File: src/rtl/mu7enc_pkg.sv
`default_nettype none

package mu7enc_pkg;

	// Most characters that one code unit can cause.
	localparam int unsigned MaxChars = 5;
	localparam int unsigned CountW   = $clog2(MaxChars + 1);

	localparam logic [15:0] PrintLo  = 16'h0020;
	localparam logic [15:0] PrintHi  = 16'h007E;
	localparam logic [15:0] UnitAmp  = 16'h0026;
	localparam logic [6:0]  CharAmp  = 7'h26;
	localparam logic [6:0]  CharDash = 7'h2D;

	typedef struct packed {
		logic       in_run;
		logic [3:0] pend_bits;
		logic [2:0] pend_count;
	} state_t;

	typedef struct packed {
		logic [MaxChars-1:0][6:0] chars;
		logic [CountW-1:0]        count;
	} group_t;

	// One digit of the alphabet A-Z a-z 0-9 + , as an ASCII code.
	function automatic logic [6:0] digit_char(input logic [5:0] v);
		logic [6:0] c;
		c = 7'h2C;
		if (v < 6'd26) begin
			c = 7'h41 + {1'b0, v};
		end else if (v < 6'd52) begin
			c = 7'h61 + {1'b0, v - 6'd26};
		end else if (v < 6'd62) begin
			c = 7'h30 + {1'b0, v - 6'd52};
		end else if (v == 6'd62) begin
			c = 7'h2B;
		end
		return c;
	endfunction

	// Leftover bits of a run, left-aligned and zero-padded to one digit.
	function automatic logic [5:0] pad_digit(input logic [3:0] bits, input logic [2:0] cnt);
		logic [5:0] w;
		w = {2'b00, bits};
		return w << (3'd6 - cnt);
	endfunction

endpackage

`default_nettype wire

File: src/rtl/mu7_unit_if.sv
`default_nettype none

interface mu7_unit_if;
	logic        valid;
	logic        ready;
	logic [15:0] code_unit;
	logic        last_unit;

	modport source (output valid, output code_unit, output last_unit, input ready);
	modport sink (input valid, input code_unit, input last_unit, output ready);
endinterface

`default_nettype wire

File: src/rtl/mu7_char_if.sv
`default_nettype none

interface mu7_char_if;
	logic       valid;
	logic       ready;
	logic [6:0] out_char;
	logic       last_of_item;
	logic       last_of_string;

	modport source (output valid, output out_char, output last_of_item,
		output last_of_string, input ready);
	modport sink (input valid, input out_char, input last_of_item,
		input last_of_string, output ready);
endinterface

`default_nettype wire

File: src/rtl/modified_utf7_encoder_core.sv
`default_nettype none

// Channel  Direction  Carries
// units    in         code_unit[15:0], last_unit
// chars    out        out_char[6:0], last_of_item, last_of_string
//
// An item on units is a UTF-16 code unit; it yields one to five items on
// chars, one per cycle while chars is ready, sent by the character emitter.
// A unit is held in an input register; combinational logic expands it into
// its whole group of characters, which loads into the emitter register.
// The next unit is taken while the emitter still drains, and moves in on the
// cycle that the last character of the previous group is taken.
// Reset clears the run state and all valid flags; no clearing pass is needed.
// A stall on chars holds the current character and, once the input register
// is full, stalls units.
module modified_utf7_encoder_core (
	input wire logic  clk,
	input wire logic  arst_n,
	mu7_unit_if.sink  units,
	mu7_char_if.source chars
);

	// Input register.
	logic        in_valid_s1;
	logic [15:0] in_code_s1;
	logic        in_last_s1;

	// Run state that the next unit sees.
	mu7enc_pkg::state_t state_q;

	// Emitter: the group of characters of the unit now being sent.
	logic                                   emit_valid_q;
	logic [mu7enc_pkg::MaxChars-1:0][6:0]   emit_chars_s2;
	logic [mu7enc_pkg::CountW-1:0]          emit_count_s2;
	logic                                   emit_last_s2;
	logic [mu7enc_pkg::CountW-1:0]          idx_q;

	mu7enc_pkg::group_t grp;
	mu7enc_pkg::state_t nxt;

	logic at_final;
	logic emit_done;
	logic emit_free;
	logic s1_move;
	logic in_take;

	mu7_expand u_expand (
		.code_unit (in_code_s1),
		.last_unit (in_last_s1),
		.cur       (state_q),
		.grp       (grp),
		.nxt       (nxt)
	);

	// The emitter is free when empty or when its final character leaves now.
	assign at_final  = (idx_q == emit_count_s2 - 1'b1);
	assign emit_done = emit_valid_q && chars.ready && at_final;
	assign emit_free = !emit_valid_q || emit_done;
	assign s1_move   = in_valid_s1 && emit_free;

	assign units.ready = !in_valid_s1 || s1_move;
	assign in_take     = units.valid && units.ready;

	assign chars.valid          = emit_valid_q;
	assign chars.out_char       = emit_chars_s2[idx_q];
	assign chars.last_of_item   = at_final;
	assign chars.last_of_string = at_final && emit_last_s2;

	always_ff @(posedge clk or negedge arst_n) begin
		if (!arst_n) begin
			in_valid_s1  <= 1'b0;
			state_q      <= '0;
			emit_valid_q <= 1'b0;
			idx_q        <= '0;
		end else begin
			if (in_take) begin
				in_valid_s1 <= 1'b1;
			end else if (s1_move) begin
				in_valid_s1 <= 1'b0;
			end
			if (s1_move) begin
				state_q      <= nxt;
				emit_valid_q <= 1'b1;
				idx_q        <= '0;
			end else if (emit_done) begin
				emit_valid_q <= 1'b0;
			end else if (emit_valid_q && chars.ready) begin
				idx_q <= idx_q + 1'b1;
			end
		end
	end

	always_ff @(posedge clk) begin
		if (in_take) begin
			in_code_s1 <= units.code_unit;
			in_last_s1 <= units.last_unit;
		end
		if (s1_move) begin
			emit_chars_s2 <= grp.chars;
			emit_count_s2 <= grp.count;
			emit_last_s2  <= in_last_s1;
		end
	end

	// The character index never runs past the loaded group.
	a_idx_in_group: assert property (@(posedge clk) disable iff (!arst_n)
		emit_valid_q |-> (idx_q < emit_count_s2) && (emit_count_s2 != '0))
		else $error("emitter index outside its group");

	// Only whole code units leave 0, 2 or 4 bits behind.
	a_pend_count: assert property (@(posedge clk) disable iff (!arst_n)
		state_q.pend_count == 3'd0 || state_q.pend_count == 3'd2 ||
		state_q.pend_count == 3'd4)
		else $error("pending bit count is odd or too large");

	// Outside a run no bits may be pending.
	a_idle_clean: assert property (@(posedge clk) disable iff (!arst_n)
		!state_q.in_run |-> (state_q.pend_count == 3'd0) && (state_q.pend_bits == 4'd0))
		else $error("pending bits outside a run");

	// The end of a string returns the run state to its reset values.
	a_string_end: assert property (@(posedge clk) disable iff (!arst_n)
		s1_move && in_last_s1 |=> !state_q.in_run && (state_q.pend_count == 3'd0))
		else $error("run state not cleared after last unit");

	// A group that leaves must be followed by a new load or an empty emitter.
	a_drain: assert property (@(posedge clk) disable iff (!arst_n)
		emit_done && !s1_move |=> !emit_valid_q)
		else $error("emitter still valid after its final character");

endmodule

`default_nettype wire

File: src/rtl/mu7_expand.sv
`default_nettype none

// Turns one code unit and the run state into its group of characters
// and the run state that follows it.
module mu7_expand (
	input  wire logic [15:0]         code_unit,
	input  wire logic                last_unit,
	input  wire mu7enc_pkg::state_t  cur,
	output mu7enc_pkg::group_t       grp,
	output mu7enc_pkg::state_t       nxt
);

	logic printable;

	assign printable = (code_unit >= mu7enc_pkg::PrintLo) && (code_unit <= mu7enc_pkg::PrintHi);

	always_comb begin
		logic [mu7enc_pkg::CountW-1:0] n;
		logic [2:0]  cnt;
		logic [3:0]  pb;
		logic [19:0] acc;
		logic [4:0]  total;
		logic [4:0]  sh;
		grp = '0;
		nxt = cur;
		n = '0;
		cnt = '0;
		pb = '0;
		acc = '0;
		total = '0;
		sh = '0;
		if (printable) begin
			if (cur.in_run) begin
				if (cur.pend_count != 3'd0 && cur.pend_count < 3'd6) begin
					grp.chars[n] = mu7enc_pkg::digit_char(
						mu7enc_pkg::pad_digit(cur.pend_bits, cur.pend_count));
					n = n + 1'b1;
				end
				grp.chars[n] = mu7enc_pkg::CharDash;
				n = n + 1'b1;
			end
			grp.chars[n] = code_unit[6:0];
			n = n + 1'b1;
			if (code_unit == mu7enc_pkg::UnitAmp) begin
				grp.chars[n] = mu7enc_pkg::CharDash;
				n = n + 1'b1;
			end
			nxt = '0;
		end else begin
			if (!cur.in_run) begin
				grp.chars[n] = mu7enc_pkg::CharAmp;
				n = n + 1'b1;
			end else begin
				cnt = (cur.pend_count > 3'd4) ? 3'd4 : cur.pend_count;
				pb  = cur.pend_bits;
			end
			acc   = {pb, code_unit};
			total = {2'b00, cnt} + 5'd16;
			// At most three full digits leave per unit; a last unit may add one padded digit.
			for (int k = 0; k < 3; k++) begin
				if (total >= 5'd6) begin
					sh = total - 5'd6;
					grp.chars[n] = mu7enc_pkg::digit_char(6'(acc >> sh));
					n = n + 1'b1;
					total = sh;
				end
			end
			nxt.in_run     = 1'b1;
			nxt.pend_count = total[2:0];
			nxt.pend_bits  = 4'(acc & ((20'd1 << total) - 20'd1));
			if (last_unit) begin
				if (total != 5'd0) begin
					grp.chars[n] = mu7enc_pkg::digit_char(
						mu7enc_pkg::pad_digit(nxt.pend_bits, total[2:0]));
					n = n + 1'b1;
				end
				grp.chars[n] = mu7enc_pkg::CharDash;
				n = n + 1'b1;
			end
		end
		if (last_unit) begin
			nxt = '0;
		end
		grp.count = n;
	end

endmodule

`default_nettype wire

File: src/flat_wrapper.sv
// flat-port wrapper written by rule: the top's interface ports become plain ports
module modified_utf7_encoder_core_flat 
  (clk, arst_n, units_valid, units_code_unit, units_last_unit, units_ready, chars_valid, chars_out_char, chars_last_of_item, chars_last_of_string, chars_ready);
  mu7_unit_if units_i ();
  mu7_char_if chars_i ();
  input wire logic clk;
  input wire logic arst_n;
  input wire logic [$bits(units_i.valid)-1:0] units_valid;
  input wire logic [$bits(units_i.code_unit)-1:0] units_code_unit;
  input wire logic [$bits(units_i.last_unit)-1:0] units_last_unit;
  output wire logic [$bits(units_i.ready)-1:0] units_ready;
  output wire logic [$bits(chars_i.valid)-1:0] chars_valid;
  output wire logic [$bits(chars_i.out_char)-1:0] chars_out_char;
  output wire logic [$bits(chars_i.last_of_item)-1:0] chars_last_of_item;
  output wire logic [$bits(chars_i.last_of_string)-1:0] chars_last_of_string;
  input wire logic [$bits(chars_i.ready)-1:0] chars_ready;
  assign units_i.valid = units_valid;
  assign units_i.code_unit = units_code_unit;
  assign units_i.last_unit = units_last_unit;
  assign units_ready = units_i.ready;
  assign chars_valid = chars_i.valid;
  assign chars_out_char = chars_i.out_char;
  assign chars_last_of_item = chars_i.last_of_item;
  assign chars_last_of_string = chars_i.last_of_string;
  assign chars_i.ready = chars_ready;
  modified_utf7_encoder_core u_core (.clk(clk), .arst_n(arst_n), .units(units_i), .chars(chars_i));
endmodule
File: config.mk
export PLATFORM = sky130hd
export DESIGN_NAME = modified_utf7_encoder_core_flat
export DESIGN_NICKNAME = d
export VERILOG_FILES = /design/src/rtl/mu7enc_pkg.sv /design/src/rtl/mu7_unit_if.sv /design/src/rtl/mu7_char_if.sv /design/src/rtl/modified_utf7_encoder_core.sv /design/src/rtl/mu7_expand.sv /design/src/flat_wrapper.sv
export SDC_FILE = /design/constraint.sdc
export NUM_CORES = 1
export LEC_CHECK = 0
export CELL_PAD_IN_SITES_DETAIL_PLACEMENT = 1
export CELL_PAD_IN_SITES_GLOBAL_PLACEMENT = 1
export CORE_MARGIN = 1.5
export CORE_UTILIZATION = 45
export DETAILED_ROUTE_END_ITERATION = 8
export DONT_BUFFER_PORTS = 1
export PLACE_DENSITY_LB_ADDON = 0.1
export SYNTH_ARGS = -nofsm -noshare
export SYNTH_HDL_FRONTEND = slang
export SYNTH_SLANG_ARGS = --single-unit
File: constraint.sdc
create_clock -name clk -period 5.2 [get_ports clk]
set_input_delay 0.52 -clock clk [delete_from_list [all_inputs] [get_ports clk]]
set_output_delay 0.52 -clock clk [all_outputs]
set_load 0.005 [all_outputs]
After elaboration in Yosys (flattened, before gate mapping). Cells that the tools add are included.

Register bits after elaboration: 69. Input bits: 21. Output and inout port bits: 11. Word-level logic and storage cells: 255.

$add $sub $neg: 42. Magnitude comparators: 39. Equal/unequal tests: 8. Shift-type cells: 6. Mux-type cells: 110. Bitwise logic cells: 10. Reduce and logical (&&, ||, !) cells: 25.

Operators by type and width (number): $mux W35 (14); $mux W7 (37); $bwmux W35 (5); $demux W7 S3 (8); $mux W3 (28); $add A7 B6 Y7 const A (10); $lt A6 B6 Y1 const B (10); $shr A20 B5 Y6 (3); $not A15 Y15 (3); $or A20 B20 Y20 (2); $lt A3 B4 Y1 const B (9); $add A6 B6 Y7 const A (5); $and A15 B15 Y15 (2); $eq A6 B6 Y1 const B (5); $lt A6 B5 Y1 const B (5); $mux W5 (6); $sub A6 B5 Y6 const B (5); $sub A6 B6 Y6 const B (5); $add A3 B1 Y3 const B (9); $ge A3 B1 Y1 const B (8); $bmux W7 S3 (1); $or A4 B20 Y20 (1); $eq A16 B6 Y1 const B (1); $ge A16 B6 Y1 const B (1); other kinds (26) (57).

Logic depth before layout (Yosys ltp).
Word-level depth: 33. Mapped depth: 26. Depth with buffers taken out: 22.

Cells and area by module. From an unflattened synthesis, not the netlist that was laid out.

Cells, all modules: 1025. Area total of the unflattened synthesis: 8445.6 um2.

By module, submodules not included: mu7_expand (times used 1, cells an instance 884, area an instance 5814.3 um2, seq. area each 0.0 um2); modified_utf7_encoder_core (times used 1, cells an instance 141, area an instance 2631.3 um2, seq. area each 2006.9 um2).

Least setup slack after synthesis. Ideal clock, no wire load.

Path kind: register to register. Start point: register u_core.state_q[2] (netlist name). End point: register u_core.emit_chars_s2[19] (netlist name) (data pin). Library setup time: 259 ps. Arrival time: 4875 ps. Required time: 4941 ps. Setup slack: 66 ps. Cell stages (with the launch flop): 27. Path buffers: 4. Clock period less this slack: 5134 ps. Cells stage by stage: dfrtp_1 > buf_4 > nand3b_4 > inv_2 > buf_4 > buf_6 > ha_1 > buf_6 > xor2_2 > o211a_1 > nor2_1 > ha_1 > nand2_1 > ha_1 > nand2b_1 > a21oi_1 > a21oi_1 > nor2b_1 > inv_1 > ha_1 > o21ai_0 > a211oi_1 > nor4b_1 > a211oi_2 > a21oi_1 > nor2_1 > o31a_1.

RTL lines: from (decl) (RTL line modified_utf7_encoder_core.sv:29) `mu7enc_pkg::state_t state_q;`; from (signal assigned) (RTL line modified_utf7_encoder_core.sv:82) `state_q <= nxt;`; to (signal assigned) (RTL line modified_utf7_encoder_core.sv:99) `emit_chars_s2 <= grp.chars;`; to (decl) (RTL line modified_utf7_encoder_core.sv:33) `logic [mu7enc_pkg::MaxChars-1:0][6:0] emit_chars_s2;`.

==> impl_metrics.toml <==
[status]
outcome = "complete, no violations"

[worst_setup_path]
crit_buf_inv = 3
crit_top_cell = "ha_1"
worstSetupEndpointType = "register"
crit_end = "u_core.emit_chars_s2[19]"
r2r_slack_ns = 0.20
crit_fanout = 10
cp_cell_sequence = "nand3b_4 -> inv_2 -> ha_1 -> xor2_2 -> o211a_1 -> nor2_1 -> ha_1 -> nand2_1 -> ha_1 -> nand2b_1 -> a21oi_1 -> a21oi_2 -> o2bb2ai_2 -> inv_1 -> ha_1 -> a211o_1 -> a211oi_1 -> nor4b_2 -> a211oi_2 -> buf_4 -> nor3_1 -> o21ai_0 -> o31a_1"
r2r-end = "u_core.emit_chars_s2[19]"
max_stage_delay_ns = 0.46
cpMaxStageDelayCell = "dfrtp_2"
start_kind = "register"
rr_startpoint = "u_core.state_q[2]"
crit_cells = 23
worstSetupPathType = "reg2reg"
critPathRequiredTime_ns = 5.41
crit_family = "compound AO/OA/AOI/OAI gates"
rr_worst_depth = 23
crit_start = "u_core.state_q[2]"
crit_arrival_ns = 5.22

[grt]
grt_first_pass_wirelength_mm = 43.7
grt_max_degree = 40
antenna_found_initial = 0
grt_pass1_vias = 7934
grt_use_total_pct = 30.8
grt_overflow = 0

[yosys]
syn-num-nets = 1067
synth.avg_cell_area_um2 = 8.14
yosysSeqAreaShare_pct = 25.1
synthesis.instances = 981
netlist_top_cells_count = "nand2_1, nand3_1, a21oi_1, ha_1, nor2_1"
synth_top_cells_by_area = "edfxtp_1, ha_1, nand3_1"
synth_cell_type_count = 89
ys_async_sr_fraction_pct = 18.8
synth_top_area_share_pct = 21.0
synthFlopType = "edfxtp_1"
synth_edf_count = 56
yosysMostFrequentCell = "nand2_1"
yosysTopAreaCell = "edfxtp_1"
syn_area_um2 = 7990
synth-warning-count = 0
synth_seq_cells = 69

[place]
place_inst = 1191
gp_congestion = 0.923
dp_hpwl_mm = 21.7
numPortBuffers = 0
dpl_worst_slack_ns = 0.0700

[die]
start_util_pct = 46.2
die_width_um = 136
ioPinCount = 32
die_h_um = 136
die_area_um2 = 18600
core_um2 = 17300
rows = 48

[sta]
skew_ns = 0.0155
tns_ns = 0
finalCritPeriodShare_pct = 96.2
setup_ws_ns = 0.196
max_freq_mhz = 200
tightestPinTransition_ns = 0.835
finalHoldViolCount = 0
finalCriticalPeriod_ns = 5.00
rsz0062_at_grt = "true"
max_slew_margin_pct = 44.3
slew_violations = 0
setup_viol = 0

[cells_and_area]
drive_above_1_share_pct = 9.95
fin_cells = 1210
area_delta_synth_final_pct = 7.94
multi_input_area_um2 = 5600
regArea_um2 = 2010
antenna_cells = 0
fill_cells = 2102
fin_nets = 1066

[pwr]
powerDensity_nw_per_um2 = 683
p_leak_nw = 3.43
p_total_mw = 5.89
ir_drop_mv = 0.284

[clocking]
root_buffer = "clkbuf_16"
clock-sinks = 69
tritoncts = "yes"
worstSkewPairLatency_ns = 0.35
cts_buffer_depth = 2
htreeDepth = 3
cts_buffers = 9
clk_pin_slew_worst_paths_ns = 0.06

[route]
drcViolationCount = 0
first_pass_iters = 5
vias = 7790
drtIter0Drc = 573
wirelength_mm = 27.6
post_drt_wl_per_cell_um = 22.8
viasPerCell = 6.44
ant_nets = 0

[min_path]
hold_depth = 0
hp-class = "in2reg"

[flow_run]
cap_violations = 0
metrics by stage:
step / hold WS [ns] / util, % / cell area, um2
after floorplan: 0.224 / - / 7990
after global placement: 0.225 / 47.9 / 8280
after detailed placement: 0.225 / 47.9 / 8280
after CTS: 0.254 / 49.6 / 8570
after global routing: 0.251 / 49.9 / 8620
final: 0.260 / 49.9 / 8620
how the worst min path moves through the flow:
stage / start / to / slack, ns
after floorplan: arst_n / u_core.chars.valid / 0.22
after global placement: arst_n / u_core.chars.valid / 0.22
after detailed placement: arst_n / u_core.in_valid_s1 / 0.22
after CTS: units_code_unit[2] / u_core.in_code_s1[2] / 0.25
after global routing: units_code_unit[2] / u_core.in_code_s1[2] / 0.25
final: units_code_unit[2] / u_core.in_code_s1[2] / 0.26
power by group:
group	switching, mW	leakage (nW)	total [mW]	internal (mW)
Sequential	0.190	0.671	1.06	0.872
Combinational	2.63	2.62	4.22	1.59
Clock	0.239	0.139	0.608	0.369
Total	3.06	3.43	5.89	2.83
cells by family (layout without fill, tap and decap cells):
group | count (synthesis) | count (layout) | share of synthesized area [%]
AND/OR/NAND/NOR | 365 | 365 | 22.9
adder cells (fa/ha/maj) | 65 | 65 | 10.2
buffers and inverters | 94 | 98 | 5.31
XOR/XNOR | 57 | 57 | 6.51
flip-flops | 69 | 69 | 25.1
AO/OA/AOI/OAI | 292 | 292 | 24.8
multiplexers | 39 | 39 | 5.12
final cells by class:
type                       count  area share, %
multi-input combinational    818           64.9
inverter                      45           1.96
sequential                    69           23.3
timing repair buffer          37           3.25
clock inverter                 5          0.609
tap                          225           3.26
clock buffer                  11           2.70
worst register-to-register path: stages, from the launching register on:
cell and delay [ns]:
dfrtp_2 0.46, nand3b_4 0.18, inv_2 0.17, ha_1 0.25, xor2_2 0.10, o211a_1 0.25
nor2_1 0.16, ha_1 0.23, nand2_1 0.08, ha_1 0.30, nand2b_1 0.21, a21oi_1 0.22
a21oi_2 0.10, o2bb2ai_2 0.28, inv_1 0.14, ha_1 0.33, a211o_1 0.29, a211oi_1 0.25
nor4b_2 0.09, a211oi_2 0.21, buf_4 0.18, nor3_1 0.05, o21ai_0 0.18, o31a_1 0.17
cells in the final DEF (no fill, tap or decap), types with 13 or more instances in the layout:
cell,netlist,routed
nand2_1,95,95
nand3_1,72,72
a21oi_1,71,70
nor2_1,64,64
ha_1,65,63
o21ai_0,60,60
edfxtp_1,56,56
inv_1,41,41
buf_4,9,36
xnor2_1,34,34
mux2i_1,33,33
nand2b_1,26,25
nor3_1,25,25
xor2_1,21,21
and2_1,15,15
a21o_1,13,13
registers in the layout, indices dropped and copies added, names as in the netlist:
| name | cells |
|---|---|
| u_core.emit_chars_s2 | 35 |
| u_core.in_code_s1 | 16 |
| u_core.state_q | 8 |
| u_core.emit_count_s2 | 3 |
| u_core.idx_q | 3 |
| u_core.chars.valid | 1 |
| u_core.emit_last_s2 | 1 |
| u_core.in_last_s1 | 1 |
| u_core.in_valid_s1 | 1 |
timing repair:
| action | CTS | global route |
|---|---|---|
| setup buffers | 0 | 2 |
| endpoints found under the setup margin | 0 | 13 |
| hold endpoints to repair | 13 | 0 |
| gates resized for setup | 0 | 9 |
| hold buffers | 1 | 0 |
per-layer routing:
| metal | part of all wire (%) | track usage (%) | wire [um] | vias up |
|---|---|---|---|---|
| li1 | - | - | - | 3630 |
| met1 | 44 | 39.5 | 12200 | 3889 |
| met2 | 49 | 53.8 | 13700 | 226 |
| met3 | 4.2 | 4.40 | 1160 | 45 |
| met4 | 2.2 | 8.81 | 595 | 0 |
| met5 | 0 | 0 | 0 | - |
Note: power is estimated with default switching activity, not from simulation.
